`config.mk`:
```
export PLATFORM = sky130hd
export DESIGN_NAME = tdlc_queue
export DESIGN_NICKNAME = d
export VERILOG_FILES = /design/src/rtl/tdlc_pkg.sv /design/src/rtl/tdlc_queue.sv
export SDC_FILE = /design/constraint.sdc
export NUM_CORES = 1
export LEC_CHECK = 0
export BUFFER_PORTS_ARGS = -buffer_cell sky130_fd_sc_hd__buf_2
export CAP_MARGIN = 10
export CORE_MARGIN = 2
export CORE_UTILIZATION = 40
export CTS_CLUSTER_SIZE = 12
export DETAILED_ROUTE_END_ITERATION = 8
export GPL_ROUTABILITY_DRIVEN = 0
export GPL_TIMING_DRIVEN = 0
export HOLD_SLACK_MARGIN = 0.1
export PLACE_DENSITY_LB_ADDON = 0.12
export SKIP_CTS_REPAIR_TIMING = 1
export SYNTH_ARGS = -nofsm -noshare
export SYNTH_HDL_FRONTEND = slang
export SYNTH_SLANG_ARGS = --single-unit
```
`constraint.sdc`:
```
create_clock -name clock -period 3.2 [get_ports clock]
set_input_delay 0.16 -clock clock [delete_from_list [all_inputs] [get_ports clock]]
set_output_delay 0.16 -clock clock [all_outputs]
set_load 0.03 [all_outputs]
```
`src/rtl/tdlc_pkg.sv`:
```
// ----------------------------------------------------------------------------
// tdlc_pkg
// Shared types, constants and helpers of the transaction dirty-line counter.
// ----------------------------------------------------------------------------
package tdlc_pkg;

   localparam int SET_CAPACITY = 256;
   localparam int ADDRESS_BITS = 48;
   localparam int IDX_W        = $clog2(SET_CAPACITY);
   localparam int FILL_W       = IDX_W + 1;
   localparam int LEN_W        = 9;
   localparam int CNT_W        = 32;
   localparam int CSR_ADDR_W   = 3;
   localparam int CSR_DATA_W   = 32;
   localparam int REG_IDX_W    = CSR_ADDR_W - 2;

   localparam logic [LEN_W-1:0]     LEN_RESET             = LEN_W'(256);
   localparam logic [REG_IDX_W-1:0] REG_TRANSACTION_LENGTH = REG_IDX_W'(0);

   typedef struct packed {
      logic                    kind;
      logic [ADDRESS_BITS-1:0] line_address;
   } tdlc_req_type;

   typedef struct packed {
      logic [CNT_W-1:0] transaction_index;
      logic [CNT_W-1:0] flush_count;
      logic [CNT_W-1:0] read_count;
      logic [CNT_W-1:0] write_count;
      logic             newly_dirtied;
      logic             set_full;
   } tdlc_rsp_type;

   // queue entry: access plus the front's boundary decision
   typedef struct packed {
      logic                    new_txn;
      logic                    kind;
      logic [ADDRESS_BITS-1:0] line_address;
   } tdlc_qent_type;

   function automatic logic [CNT_W-1:0] sat_inc(input logic [CNT_W-1:0] v);
      sat_inc = (v == {CNT_W{1'b1}}) ? v : v + CNT_W'(1);
   endfunction

endpackage

```
`src/rtl/tdlc_queue.sv`:
```
// ----------------------------------------------------------------------------
// tdlc_queue
// Two-entry queue between the front and the back.
// ----------------------------------------------------------------------------
module tdlc_queue (
   input  logic                     clock,
   input  logic                     reset,
   input  logic                     push,
   input  tdlc_pkg::tdlc_qent_type  push_data,
   input  logic                     pop,
   output logic                     full,
   output logic                     empty,
   output tdlc_pkg::tdlc_qent_type  head
);
   import tdlc_pkg::*;

   tdlc_qent_type ent_ff [2];
   logic          wr_ptr_ff, wr_ptr_in;
   logic          rd_ptr_ff, rd_ptr_in;
   logic [1:0]    count_ff, count_in;

   assign full  = (count_ff == 2'd2);
   assign empty = (count_ff == 2'd0);
   assign head  = ent_ff[rd_ptr_ff];

   always_comb begin
      wr_ptr_in = push ? ~wr_ptr_ff : wr_ptr_ff;
      rd_ptr_in = pop  ? ~rd_ptr_ff : rd_ptr_ff;
      count_in  = count_ff + {1'b0, push} - {1'b0, pop};
   end

   always_ff @(posedge clock) begin
      if (push) begin
         ent_ff[wr_ptr_ff] <= push_data;
      end
   end

   always_ff @(posedge clock) begin
      if (reset) begin
         wr_ptr_ff <= 1'b0;
         rd_ptr_ff <= 1'b0;
         count_ff  <= 2'd0;
      end else begin
         wr_ptr_ff <= wr_ptr_in;
         rd_ptr_ff <= rd_ptr_in;
         count_ff  <= count_in;
      end
   end

endmodule

```
==> flow_summary.toml, run 1 <==
[worst_setup_path]
start_kind = "register"
worstPathArrival_ns = 1.48
rr_startpoint = "wr_ptr_ff$_SDFFE_PP0P_"
cp-end-kind = "output pin"
worstSetupPathType = "register to output pin"
crit_fanout = 10
critical_path_required_ns = 3.04

[logic_synthesis]
netlist_area_um2 = 4080
synth_cells = 177
synthTopCellsByArea = "edfxtp_1, mux2_4, buf_12, dfxtp_1, ha_1"
syn_nets = 233
avgSynthCellArea_um2 = 23.1
yosysSeqAreaShare_pct = 76.0
yosys.area.top_type = "edfxtp_1"
yosysWarnings = 0
synth_cell_types = 12
yosysTopAreaCellShare_pct = 73.6
ys_ff_latch = 105

[floorplanning]
fp.dieW_um = 105
coreArea_um2 = 9820
io_pins = 106
num_rows = 36
dieArea_um2 = 11000
initial_core_util_pct = 41.6
die_h_um = 105

[sta]
maxSlewHeadroom_pct = 50.9
post-route-period-util_pct = 51.3
finalSetupViolCount = 0
finalCriticalPeriod_ns = 1.64
drv_slew = 0
rsz0062_at_grt = "no"
fmax_mhz = 609
finalHoldViolCount = 0
worst_clock_skew_ns = 0.0158
worst_pin_slew_ns = 0.735

[routing]
ant_nets = 0
wl_per_cell_um = 14.1
via_per_inst = 4.35
dr_total_vias = 2105
post-route-drc-count = 0
drt_iter0_markers = 55
wl_um = 6820
drt_pre_antenna_iters = 4

[cells_and_area]
final_area_um2 = 5530
mostFrequentLayoutCells = "buf_2, edfxtp_1, dlygate4sd3_1"
final_common_cell = "buf_2"
finalNetCount = 402
seqCellArea_um2 = 3100
syn2layout_area_growth_pct = 35.6
diodes = 0
fill_cells = 834
post-route-util_pct = 56.3
multi_input_area_um2 = 868
fin_cells = 484
drive_above_1_share_pct = 51.3

[power_and_ir_drop]
vdd_drop_max_uv = 347
p_sw_w = 0.000786
seq_power_share_pct = 53.5
p_comb_share_pct = 19.7
switching_share_pct = 25.9
p_leak_nw = 2.21
p_clk_share_pct = 26.8
p_int_w = 0.00225
power.density_nw_per_um2 = 549

[grt]
grt_pass1_vias = 2005
antenna_found_initial = 0
track_usage_pct = 12.0
overflow = 0
grt_pass1_wl_um = 10100
grt_max_degree = 29

[run_status]
outcome = "completed"

[min_path]
hold_start = "push"
hold_path_class = "primary input to register"

[place]
io_buffers = 105
postPlaceCellArea_um2 = 4820
dp_hpwl_um = 4310
place_inst = 417

[job]
cap_violations = 0

[clock_network]
cts_made_buffers = 9
path_clk_slew_ns = 0.09
cts_max_level = 3
clock-sinks = 105
cts_tree = "yes"
clk_latency_ns = 0.36
clockBufferDepth = 2
cts-root-buf = "clkbuf_8"
## registers in the layout, indices dropped and copies added (netlist names), named ones only
register	cells
ent_ff	100
count_ff	2
rd_ptr_ff	1
wr_ptr_ff	1
## stage by stage
stage                     setup slack, ns  total power (W)  setup TNS (ns)  hold slack, ns
final                                1.56          0.00304               0           0.106
after global routing                 1.48          0.00316               0           0.121
after CTS                            1.53          0.00303               0         -0.0367
after detailed placement             1.58          0.00221               0           0.351
after global placement              -1.32          0.00221          -65.91           0.347
after floorplan                     0.178          0.00206               0           0.232
## critical path, stage by stage, from the launching register on
cell,delay (ns)
dfxtp_1,0.33
buf_6,0.16
buf_12,0.16
mux2_4,0.31
buf_2,0.18
## cell type report
| cell class | count | share of cell area [%] |
|---|---|---|
| Timing Repair Buffer | 158 | 19.4 |
| Sequential cell | 105 | 56.1 |
| Clock buffer | 10 | 2.31 |
| Multi-Input combinational cell | 64 | 15.7 |
| Clock inverter | 6 | 1.31 |
| Tap cell | 133 | 3.01 |
| Buffer | 6 | 2.01 |
| Inverter | 2 | 0.136 |
## cells in the mapped netlist
master / n
and2_1: 1
buf_12: 5
buf_6: 1
dfxtp_1: 5
edfxtp_1: 100
ha_1: 2
inv_1: 2
mux2_4: 50
nor2_1: 5
nor2b_1: 3
xnor2_1: 2
xnor3_1: 1
## final timing paths
| path | end | slack, ns | cells after the start |
|---|---|---|---|
| max reg2reg | ent_ff[1][25]$_DFFE_PP_ | 1.60 | 2 |
| max | head[15] | 1.56 | 4 |
| min reg2reg | rd_ptr_ff$_SDFFE_PP0P_ | 0.55 | 2 |
| min | wr_ptr_ff$_SDFFE_PP0P_ | 0.11 | 3 |
## layer usage
metal  wire length (µm)  vias up  track usage, %  part of all wire (%)
met5                  0        -               0                     0
met1               2960     1010            15.1                    43
li1                   -     1020               -                     -
met4                 70        0            4.86                   1.0
met3                354        8            3.81                   5.2
met2               3440       67            19.4                    50
## power by group through the flow
stage	clock network, W	logic, W	registers, W
3_5_place_dp	0	0.000557	0.00166
5_1_grt	0.000893	0.000635	0.00163
6_report	0.000815	0.000598	0.00162
3_3_place_gp	0	0.000544	0.00166
2_1_floorplan	0	0.000404	0.00165
4_1_cts	0.000842	0.000559	0.00163
## cells by family (layout without fill, tap and decap cells)
logic type    count (synthesis)  after routing  synth area share, %
xor+xnor                      3              3                0.981
fa+ha+maj                     2              2                0.613
buf+inv                       8            182                 2.91
flops                       105            105                 76.0
mux                          50             50                 18.4
simple gates                  9              9                 1.07
(Power assumes the default switching activity.)
==> run 2: changes to the inputs <==
==> constraint.sdc (replaced) <==
create_clock -name clock -period 1.7 [get_ports clock]
set_input_delay 0.085 -clock clock [delete_from_list [all_inputs] [get_ports clock]]
set_output_delay 0.085 -clock clock [all_outputs]
set_load 0.03 [all_outputs]
==> run 2 against run 1 <==
Effect of this change:
- global-route usage increased by 0.14 points
- total power rose by 86%
- routed wire length increased by 2.2%
- sequential share of layout area fell by 0.079 points
- clock power rose by 78%
- register-to-register slack lost 1.5 ns
- flip-flop and latch count stayed put
- sequential power rose by 89%
- final cell count up 0.41%
- highest routed layer unchanged
- final area grew 0.18%
- worst hold slack improved by 0.022 ns
- setup slack worse by 1.4 ns
==> flow_summary.toml, run 2 (synthesis results as in run 1) <==
[run_status]
outcome = "completed"

[place]
dp_hpwl_um = 4240
io_buffers = 105
postPlaceCellArea_um2 = 4820
place_ws_ns = 0.0775

[min_path]
hold_path_class = "primary input to register"
hold_start = "push"

[routing]
post-route-drc-count = 0
ant_nets = 0
dr_total_vias = 2135
wl_per_cell_um = 14.3
drt_pre_antenna_iters = 6
via_per_inst = 4.39
wl_um = 6970
drt_iter0_markers = 57

[clock_network]
cts-root-buf = "clkbuf_8"
clk_latency_ns = 0.35
clock-sinks = 105
clockBufferDepth = 2
cts_tree = "yes"
cts_made_buffers = 9
path_clk_slew_ns = 0.09
cts_max_level = 3

[sta]
maxSlewHeadroom_pct = 47.2
rsz0062_at_grt = "no"
worst_clock_skew_ns = 0.00698
fin_tns_setup_ns = 0
worst_slack_ns = 0.122
finalCriticalPeriod_ns = 1.58
post-route-period-util_pct = 92.8
worst_pin_slew_ns = 0.790
finalSetupViolCount = 0
fmax_mhz = 634
finalHoldViolCount = 0
drv_slew = 0

[cells_and_area]
mostFrequentLayoutCells = "buf_2, edfxtp_1, dlygate4sd3_1"
final_common_cell = "buf_2"
final_area_um2 = 5540
drive_above_1_share_pct = 50.9
regMostFlops = "ent_ff"
top_regs = "ent_ff x100, count_ff x2"
finalNetCount = 404
largest_register_ffs = 100
fill_cells = 830
syn2layout_area_growth_pct = 35.8

[grt]
grt_pass1_vias = 2025
antenna_found_initial = 0
grt_pass1_wl_um = 10100
track_usage_pct = 12.2
grt_max_degree = 28
overflow = 0

[floorplanning]
io_pins = 106
initial_core_util_pct = 41.6
coreArea_um2 = 9820
die_h_um = 105
dieArea_um2 = 11000
fp.dieW_um = 105
num_rows = 36

[power_and_ir_drop]
p_leak_nw = 2.21
power_w = 0.00564
vdd_drop_max_uv = 587
power.density_nw_per_um2 = 1020

[worst_setup_path]
worstPathArrival_ns = 1.63
crit_fanout = 27
critical_path_required_ns = 1.75
startpoint = "wr_ptr_ff$_SDFFE_PP0P_"
cp-end-kind = "register"
rr_startpoint = "wr_ptr_ff$_SDFFE_PP0P_"
worstSetupPathType = "register to register"
start_kind = "register"

[job]
cap_violations = 0
run 2: final cells by class:
class	count	area (µm²)	share of cell area (%)
clock buffers	11	131	2.37
flip-flops and latches	105	3100	56.0
repair buffers	160	1100	19.8
plain buffers	6	111	2.01
well taps	133	166	3.00
inverters	2	7.51	0.135
diodes	1	2.50	0.0451
multi-input cells	64	868	15.7
clock inverters	4	55.1	0.993
run 2: critical path, cell delays in order, from the launching register on:
cell	delay, ns
dfxtp_2	0.35
nor2b_4	0.63
buf_12	0.28
run 2: layer usage:
layer | part of all wire (%) | GRT usage, %
met1 | 43 | 14.9
met2 | 51 | 19.2
met3 | 5.3 | 4.99
met4 | 0.63 | 4.76
met5 | 0 | 0
run 2: path summary, 6_finish.rpt:
| path | end | slack, ns | depth (start not counted) |
|---|---|---|---|
| min reg2reg | rd_ptr_ff$_SDFFE_PP0P_ | 0.54 | 2 |
| min | count_ff[0]$_SDFF_PP0_ | 0.13 | 3 |
| max reg2reg | ent_ff[0][22]$_DFFE_PP_ | 0.12 | 2 |
| max | ent_ff[0][22]$_DFFE_PP_ | 0.12 | 2 |
run 2: report_power, final:
part           switching (W)  total (W)  internal, W
Sequential         0.0000477    0.00306      0.00301
Combinational       0.000602    0.00113     0.000529
Clock               0.000771    0.00145     0.000680
run 2: through the flow:
step | hold WS (ns) | utilization (%) | instances
global route | 0.131 | 56.4 | 485
CTS | -0.108 | 51.0 | 432
global placement | 0.272 | 48.7 | 415
detailed placement | 0.276 | 49.1 | 417
finish | 0.127 | 56.4 | 486
floorplan | 0.157 | - | 177
