File: src/rtl/tdlc_pkg.sv
// ----------------------------------------------------------------------------
// tdlc_pkg
// Shared types, constants and helpers of the transaction dirty-line counter.
// ----------------------------------------------------------------------------
package tdlc_pkg;

   localparam int SET_CAPACITY = 256;
   localparam int ADDRESS_BITS = 48;
   localparam int IDX_W        = $clog2(SET_CAPACITY);
   localparam int FILL_W       = IDX_W + 1;
   localparam int LEN_W        = 9;
   localparam int CNT_W        = 32;
   localparam int CSR_ADDR_W   = 3;
   localparam int CSR_DATA_W   = 32;
   localparam int REG_IDX_W    = CSR_ADDR_W - 2;

   localparam logic [LEN_W-1:0]     LEN_RESET             = LEN_W'(256);
   localparam logic [REG_IDX_W-1:0] REG_TRANSACTION_LENGTH = REG_IDX_W'(0);

   typedef struct packed {
      logic                    kind;
      logic [ADDRESS_BITS-1:0] line_address;
   } tdlc_req_type;

   typedef struct packed {
      logic [CNT_W-1:0] transaction_index;
      logic [CNT_W-1:0] flush_count;
      logic [CNT_W-1:0] read_count;
      logic [CNT_W-1:0] write_count;
      logic             newly_dirtied;
      logic             set_full;
   } tdlc_rsp_type;

   // queue entry: access plus the front's boundary decision
   typedef struct packed {
      logic                    new_txn;
      logic                    kind;
      logic [ADDRESS_BITS-1:0] line_address;
   } tdlc_qent_type;

   function automatic logic [CNT_W-1:0] sat_inc(input logic [CNT_W-1:0] v);
      sat_inc = (v == {CNT_W{1'b1}}) ? v : v + CNT_W'(1);
   endfunction

endpackage

File: src/rtl/tdlc_front.sv
// ----------------------------------------------------------------------------
// tdlc_front
// Accepts items, tracks the position in the transaction and tags boundaries.
// ----------------------------------------------------------------------------
module tdlc_front (
   input  logic                           clock,
   input  logic                           reset,
   input  logic                           start,
   input  tdlc_pkg::tdlc_req_type         req_data,
   input  logic [tdlc_pkg::LEN_W-1:0]     txn_len,
   input  logic                           q_full,
   output logic                           busy,
   output logic                           push,
   output tdlc_pkg::tdlc_qent_type        push_data
);
   import tdlc_pkg::*;

   logic [LEN_W-1:0] pos_ff;
   logic [LEN_W-1:0] pos_in;
   logic [LEN_W-1:0] len_eff;
   logic             boundary;

   // zero length behaves as one
   assign len_eff  = (txn_len == '0) ? LEN_W'(1) : txn_len;
   assign boundary = (pos_ff >= len_eff);
   assign busy     = q_full;
   assign push     = start & ~q_full;

   always_comb begin
      push_data.new_txn      = boundary;
      push_data.kind         = req_data.kind;
      push_data.line_address = req_data.line_address;
      pos_in = pos_ff;
      if (push) begin
         pos_in = boundary ? LEN_W'(1) : pos_ff + LEN_W'(1);
      end
   end

   always_ff @(posedge clock) begin
      if (reset) begin
         pos_ff <= '0;
      end else begin
         pos_ff <= pos_in;
      end
   end

endmodule

File: config.mk
export PLATFORM = sky130hd
export DESIGN_NAME = tdlc_front
export DESIGN_NICKNAME = d
export VERILOG_FILES = /design/src/rtl/tdlc_pkg.sv /design/src/rtl/tdlc_front.sv
export SDC_FILE = /design/constraint.sdc
export NUM_CORES = 1
export LEC_CHECK = 0
export ABC_AREA = 0
export BUFFER_PORTS_ARGS = -buffer_cell sky130_fd_sc_hd__buf_2
export CORE_ASPECT_RATIO = 0.8
export CORE_MARGIN = 1
export CORE_UTILIZATION = 38
export CTS_BUF_LIST = sky130_fd_sc_hd__clkbuf_16
export CTS_CLUSTER_DIAMETER = 50
export DETAILED_ROUTE_END_ITERATION = 16
export MAX_ROUTING_LAYER = met4
export PLACE_DENSITY_LB_ADDON = 0.15
export SLEW_MARGIN = 5
export SYNTH_ARGS = -nofsm -noshare
export SYNTH_HDL_FRONTEND = slang
export SYNTH_SLANG_ARGS = --single-unit
File: constraint.sdc
create_clock -name clock -period 11.2 [get_ports clock]
set_input_delay 3.36 -clock clock [delete_from_list [all_inputs] [get_ports clock]]
set_output_delay 3.36 -clock clock [all_outputs]
set_load 0.02 [all_outputs]
==> results.cfg, run 1 <==
[outcome]
status = finished clean

[clock_tree]
clock_sinks = 9
path_clk_slew_ns = 0.04
tritoncts = built
post-cts-setup-buffers = 0
clk-insertion-delay-late_ns = 0.24
post_cts.resized_instances = 0
cts_root_cell = sky130_fd_sc_hd__clkbuf_16
cts_max_path_buffers = 2
ctsHtreeMaxLevel = 1
ctsHoldBuffers = 0
numCtsBuffers = 3

[die]
core_region_area_um2 = 2770
die_y_um = 50.3
ios = 114
fp.dieW_um = 62.4
die_area_um2 = 3130
initial_utilization = 0.400
rows = 17

[detailed_routing]
postRouteAntennaNets = 0
routed_wire_length_per_instance_um = 13.1
drcViolationCount = 0
routed_wl_um = 1970
dr_total_vias = 743
drt_pre_antenna_iters = 4
dr.first_iter.drc_count = 43
routed_via_density = 4.92

[timing]
max_freq_ghz = 0.112
slew-limit-headroom = 0.460
setup_slack_ns = 2.31
drv_slew = 0
final.min_clock_period_ns = 8.89
setup_total_negative_slack_ns = 0
setup_violations = 0
worst_setup_skew_after_layout_ns = 0.00205
fin_hold_ws_ns = 0.499
timing.final.crit_share = 0.794
rsz0062_at_grt = no
number_of_failing_hold_endpoints_at_the_final_stage = 0
tightest_slew_ns = 0.808

[layout]
layout.nets = 186
layout.cells.most_common_list = 16 x sky130_fd_sc_hd__nand2_1, 15 x sky130_fd_sc_hd__buf_2, 13 x sky130_fd_sc_hd__inv_1, 10 x sky130_fd_sc_hd__ha_1, 9 x sky130_fd_sc_hd__dfxtp_1
num_antenna_cells = 0
layout_commonest_cell = sky130_fd_sc_hd__nand2_1
largest-register = pos_ff
areaGrowthSynthToFinish_pct = -18.4
layout-drive-gt1-share = 0.195
reg.largest.list = pos_ff: 9 flops
largest_register_ffs = 9
utilization = 0.327

[critical_path]
critPathKind = in2out
crit_path_end = push_data[49]
setup.worst_path.start_class = primary input
cp_top_family = compound AO/OA/AOI/OAI gates
maximum_fanout_along_the_worst_path = 13
critPathRequiredTime_ns = 7.84
reg2reg_setup_slack_ns = 8.92
worst-path-stages = 9
worst-r2r-cell-count = 7
slowest_delay_ns = 0.67
r2r-start = pos_ff[0]$_SDFFE_PP0P_
critical_path.reg2reg.endpoint = pos_ff[0]$_SDFFE_PP0P_
crit_slowest_cell = sky130_fd_sc_hd__a211oi_2
setup.worst_path.end_class = output pin
critical_path_arrival_ns = 5.53
path_buf_inv = 3
crit_chain = buf_2, nor4_1, a41o_1, ha_1, nand2b_4, a41o_1, a211oi_2, inv_1, buf_2
setup_crit_start = txn_len[8]

[placement]
finalWeightedCongestion = 0.731
detailedPlace.worstSlack_ns = 2.31
dp_hpwl_um = 1570
place.port_buffers = 15

[power_and_ir_drop]
p_per_area_nw_per_um2 = 118
clock_power_share = 0.588
comb_pwr_share = 0.101
power.share.switching = 0.210
power.static_leakage_uw = 0.000412
power.ir.vdd_worst_v = 0.0000628
power.internal_uw = 84.2
pwr-share-seq = 0.311
netSwitchingPower_uw = 22.4

[logic_synthesis]
synthTopCellsByArea = sky130_fd_sc_hd__buf_4 35%, sky130_fd_sc_hd__dfxtp_1 16%, sky130_fd_sc_hd__ha_1 11%, sky130_fd_sc_hd__nand2_1 5.4%, sky130_fd_sc_hd__inv_1 4.1%
synthArstFlopShare = 0
yosysWarnings = 0
postSynthRegisterBits = 9
synthFlopType = sky130_fd_sc_hd__dfxtp_1
synth_cell_type_count = 27
netlist.area_leader.share = 0.346
yosysTopAreaCell = sky130_fd_sc_hd__buf_4
postSynthAreaPerCell_um2 = 7.43
post_synth_instance_area_um2 = 1110
mappedNetlistNets = 221
synth-edff-count = 0
synthesis.instances = 149
fraction_of_the_yosys_area_taken_by_sequential_cells = 0.163

[worst_hold_path]
hold_wc_path_type = reg2reg

[global_routing]
grt_util_all_layers = 0.142
grt_pass1_vias = 703
grt_pass1_wl_um = 3280
antenna_found_initial = 0
pin_count_of_the_biggest_net_entering_global_routing = 18
globalRouteOverflowTotal = 0

[job]
timing.max_cap.violations = 0
-- how the worst min path moves through the flow --
stage	start	to	depth (start not counted)
after floorplan	pos_ff[8]$_SDFFE_PP0P_	pos_ff[8]$_SDFFE_PP0P_	2
after global placement	pos_ff[8]$_SDFFE_PP0P_	pos_ff[8]$_SDFFE_PP0P_	2
after detailed placement	pos_ff[8]$_SDFFE_PP0P_	pos_ff[8]$_SDFFE_PP0P_	2
after CTS	pos_ff[8]$_SDFFE_PP0P_	pos_ff[8]$_SDFFE_PP0P_	2
after global routing	pos_ff[8]$_SDFFE_PP0P_	pos_ff[8]$_SDFFE_PP0P_	2
final	pos_ff[8]$_SDFFE_PP0P_	pos_ff[8]$_SDFFE_PP0P_	2
-- cell families after synthesis --
kind of cell               share of synthesized area
buffers and inverters                          0.407
AOI/OAI and AO/OA                              0.134
adders and majority gates                      0.113
and+or+nand+nor                                0.183
DFF                                            0.163
-- per-stage QoR --
stage	instance area, um2	std cells	total power (uW)
5_1_grt	903	151	111
6_report	903	151	107
3_5_place_dp	825	147	44.7
2_1_floorplan	1110	149	66.5
4_1_cts	903	151	108
3_3_place_gp	825	147	44.4
-- tightest hold or removal path, stage by stage (launching register included) --
cell	delay (ns)
sky130_fd_sc_hd__dfxtp_1	0.33
sky130_fd_sc_hd__nand2_1	0.06
sky130_fd_sc_hd__a21oi_1	0.05
-- layout make-up --
type	instances	area [um2]
Inverter	12	45.0
Timing Repair Buffer	15	75.1
Clock inverter	1	3.75
Multi-Input combinational cell	73	477
Sequential cell	9	180
Fill cell	311	1860
Clock buffer	3	75.1
Tap cell	38	47.5
-- Yosys cell counts, types with 3 or more instances --
cell type	instances
sky130_fd_sc_hd__ha_1	10
sky130_fd_sc_hd__nor4_1	3
sky130_fd_sc_hd__nand2_1	16
sky130_fd_sc_hd__nor3_1	5
sky130_fd_sc_hd__buf_4	51
sky130_fd_sc_hd__nand3_1	6
sky130_fd_sc_hd__o21ai_0	4
sky130_fd_sc_hd__a21oi_1	8
sky130_fd_sc_hd__a31oi_1	4
sky130_fd_sc_hd__inv_1	12
sky130_fd_sc_hd__dfxtp_1	9
-- metal layers --
metal / wire length, um / global-route usage
met1: 822 / 0.153
met2: 917 / 0.216
met3: 185 / 0.0727
met5: 0 / -
met4: 48 / 0.0736
-- power by group through the flow --
stage / clock (uW) / sequential, uW / combinational (uW)
detailed placement: 0 / 33.7 / 11.0
finish: 62.6 / 33.2 / 10.8
global placement: 0 / 33.7 / 10.7
floorplan: 0 / 33.6 / 32.9
CTS: 63.6 / 33.2 / 11.0
global route: 66.0 / 33.2 / 12.3
No activity file was read; power rests on OpenSTA's default activity.
==> run 2, diff against run 1 <==
--- a/config.mk
+++ b/config.mk
@@ -5,11 +5,11 @@
 export SDC_FILE = /design/constraint.sdc
 export NUM_CORES = 1
 export LEC_CHECK = 0
-export ABC_AREA = 0
+export ABC_AREA = 1
 export BUFFER_PORTS_ARGS = -buffer_cell sky130_fd_sc_hd__buf_2
 export CORE_ASPECT_RATIO = 0.8
 export CORE_MARGIN = 1
-export CORE_UTILIZATION = 38
+export CORE_UTILIZATION = 32
 export CTS_BUF_LIST = sky130_fd_sc_hd__clkbuf_16
 export CTS_CLUSTER_DIAMETER = 50
 export DETAILED_ROUTE_END_ITERATION = 16
==> constraint.sdc (replaced) <==
create_clock -name clock -period 7.5 [get_ports clock]
set_input_delay 2.25 -clock clock [delete_from_list [all_inputs] [get_ports clock]]
set_output_delay 2.25 -clock clock [all_outputs]
set_load 0.02 [all_outputs]
==> run 2 against run 1 <==
Effect of this change:
- final cell count rose by 9.3%
- first-iteration DRC count fell by 60%
- global-route usage is 2.4 points lower
- register-to-register slack lost 2.9 ns
- count of clock-buffer cells in the layout is the same
==> results.cfg, run 2 <==
[detailed_routing]
routed_via_density = 4.58
drcViolationCount = 0
dr.first_iter.drc_count = 17
dr_total_vias = 755
postRouteAntennaNets = 0
routed_wire_length_per_instance_um = 11.4
routed_wl_um = 1890
drt_pre_antenna_iters = 4

[outcome]
status = finished clean

[timing]
final.min_clock_period_ns = 5.79
worst_setup_skew_after_layout_ns = 0.00249
tightest_slew_ns = 0.263
number_of_failing_hold_endpoints_at_the_final_stage = 0
setup_total_negative_slack_ns = 0
setup_violations = 0
drv_slew = 0
max_freq_ghz = 0.173
timing.final.crit_share = 0.771
slew-limit-headroom = 0.823
rsz0062_at_grt = no

[die]
initial_utilization = 0.347
ios = 114
die_y_um = 54.6
die_area_um2 = 3710
fp.dieW_um = 67.8
core_region_area_um2 = 3200
rows = 18

[logic_synthesis]
mappedNetlistNets = 229
postSynthRegisterBits = 9
post_synth_instance_area_um2 = 1110
fraction_of_the_yosys_area_taken_by_sequential_cells = 0.163
synth_top_family_by_area = buffers and inverters
yosysWarnings = 0
synthMuxAreaShare = 0
post_synth_and_or_nand_nor_area_fraction = 0.219
postSynthAreaPerCell_um2 = 7.06
netlist.area_leader.share = 0.345
synthMostInstantiatedCell = sky130_fd_sc_hd__buf_4
synthTopCellsByArea = sky130_fd_sc_hd__buf_4 35%, sky130_fd_sc_hd__dfxtp_1 16%, sky130_fd_sc_hd__ha_1 11%, sky130_fd_sc_hd__inv_1 7.8%, sky130_fd_sc_hd__nand2_1 7.4%
synthFlopType = sky130_fd_sc_hd__dfxtp_1
synthAdderAreaFrac = 0.113
synthXorXnorAreaFrac = 0.0316
post_synth_most_frequent_cells = 51 x sky130_fd_sc_hd__buf_4, 23 x sky130_fd_sc_hd__inv_1, 22 x sky130_fd_sc_hd__nand2_1
synth-compound-area-share = 0.0474
yosysTopAreaCell = sky130_fd_sc_hd__buf_4
synth_cell_type_count = 21
synthesis.instances = 157
synthArstFlopShare = 0
synth-edff-count = 0

[critical_path]
crit_path_end = push_data[49]
critical_path_arrival_ns = 3.54
reg2reg_setup_slack_ns = 5.98
setup.worst_path.start_class = primary input
crit_slowest_cell = sky130_fd_sc_hd__nor4_1
critical_path.reg2reg.endpoint = pos_ff[8]$_SDFFE_PP0P_
critPathKind = in2out
worst-r2r-cell-count = 8
r2r-start = pos_ff[6]$_SDFFE_PP0P_
maximum_fanout_along_the_worst_path = 3
slowest_delay_ns = 0.30
crit_chain = buf_2, nor4_1, a31o_2, ha_1, inv_1, nand2_1, nand3_1, nand3_1, buf_2
critPathRequiredTime_ns = 5.25
setup_crit_start = txn_len[1]
setup.worst_path.end_class = output pin

[layout]
final.fill_count = 372
utilization = 0.291
areaGrowthSynthToFinish_pct = -16.0
layout.cells.most_common_list = 23 x sky130_fd_sc_hd__inv_1, 22 x sky130_fd_sc_hd__nand2_1, 15 x sky130_fd_sc_hd__buf_2, 10 x sky130_fd_sc_hd__nor2_1, 10 x sky130_fd_sc_hd__ha_1
layout-drive-gt1-share = 0.256
num_antenna_cells = 0
layout.nets = 198
layout_commonest_cell = sky130_fd_sc_hd__inv_1
largest_register_ffs = 9
postLayoutCellArea_um2 = 931
reg.largest.list = pos_ff: 9 flops
largest-register = pos_ff

[clock_tree]
numCtsBuffers = 3
ctsHoldBuffers = 0
clock_sinks = 9
path_clk_slew_ns = 0.04
cts_root_cell = sky130_fd_sc_hd__clkbuf_16
cts_max_path_buffers = 2
ctsHtreeMaxLevel = 1
tritoncts = built
post-cts-setup-buffers = 0
post_cts.resized_instances = 0
clk-insertion-delay-late_ns = 0.24

[global_routing]
pin_count_of_the_biggest_net_entering_global_routing = 9
grt_util_all_layers = 0.118
globalRouteOverflowTotal = 0
antenna_found_initial = 0
grt_pass1_vias = 707
grt_pass1_wl_um = 2970

[placement]
placement.cell_area_um2 = 851
dp_hpwl_um = 1530
place.port_buffers = 15
finalWeightedCongestion = 0.775

[power_and_ir_drop]
power.static_leakage_uw = 0.000487
p_per_area_nw_per_um2 = 172
power.ir.vdd_worst_v = 0.0000552

[worst_hold_path]
hold_wc_path_type = reg2reg

[job]
timing.max_cap.violations = 0
-- run 2: cell types whose count changed in the layout (fill, tap and decap cells not counted), sizes merged, moves of 4 or more --
| cell | before | now |
|---|---|---|
| nor2 | 2 | 15 |
| inv | 13 | 24 |
| nand2 | 16 | 25 |
| a21oi | 8 | 3 |
| a31oi | 4 | 0 |
| xor2 | 0 | 4 |
-- run 2: power breakdown --
group / switching [uW] / internal [uW] / total, uW
Clock: 24.9 / 70.4 / 95.2
Sequential: 0.743 / 48.7 / 49.4
Combinational: 8.89 / 6.31 / 15.2
-- run 2: through the flow --
step | power (uW) | cells | hold slack (ns) | setup WS, ns
3_3_place_gp | 65.6 | 161 | 0.528 | 1.76
2_1_floorplan | 97.6 | 157 | 0.507 | 1.96
4_1_cts | 163 | 165 | 0.562 | 1.70
3_5_place_dp | 65.8 | 161 | 0.553 | 1.70
5_1_grt | 167 | 165 | 0.620 | 1.58
6_report | 160 | 165 | 0.558 | 1.71
-- run 2: layout make-up --
class | instances | area (um2) | share of cell area
inverter | 24 | 90.1 | 0.0968
clock inverter | 1 | 5.00 | 0.00538
tap | 40 | 50.0 | 0.0538
clock buffer | 3 | 75.1 | 0.0806
timing repair buffer | 15 | 75.1 | 0.0806
multi-input combinational | 73 | 455 | 0.489
sequential | 9 | 180 | 0.194
-- run 2: cells by family (layout without fill, tap and decap cells) --
family | Yosys count | count (layout)
flops | 9 | 9
fa+ha+maj | 10 | 10
simple gates | 51 | 51
xor+xnor | 4 | 4
compound gates | 8 | 8
buf+inv | 75 | 43
-- run 2: per-layer routing --
layer	part of all wire	global-route usage	routed length, um
met5	0	-	0
met4	0.059	0.108	111
met3	0.10	0.0563	192
met2	0.42	0.168	802
met1	0.41	0.121	782
-- run 2: how the worst min path moves through the flow --
stage	startpoint	slack, ns	endpoint	cells past startpoint
finish	pos_ff[0]$_SDFFE_PP0P_	0.56	pos_ff[0]$_SDFFE_PP0P_	3
global route	pos_ff[0]$_SDFFE_PP0P_	0.62	pos_ff[0]$_SDFFE_PP0P_	3
CTS	pos_ff[0]$_SDFFE_PP0P_	0.56	pos_ff[0]$_SDFFE_PP0P_	3
detailed placement	pos_ff[0]$_SDFFE_PP0P_	0.55	pos_ff[0]$_SDFFE_PP0P_	3
global placement	pos_ff[8]$_SDFFE_PP0P_	0.53	pos_ff[8]$_SDFFE_PP0P_	3
floorplan	pos_ff[0]$_SDFFE_PP0P_	0.51	pos_ff[0]$_SDFFE_PP0P_	3
-- run 2: critical path: cells and delay by family --
family | cells | cell delay [ns]
and+or+nand+nor | 4 | 0.53
AOI/OAI and AO/OA | 1 | 0.20
buffers and inverters | 3 | 0.34
adders and majority gates | 1 | 0.22
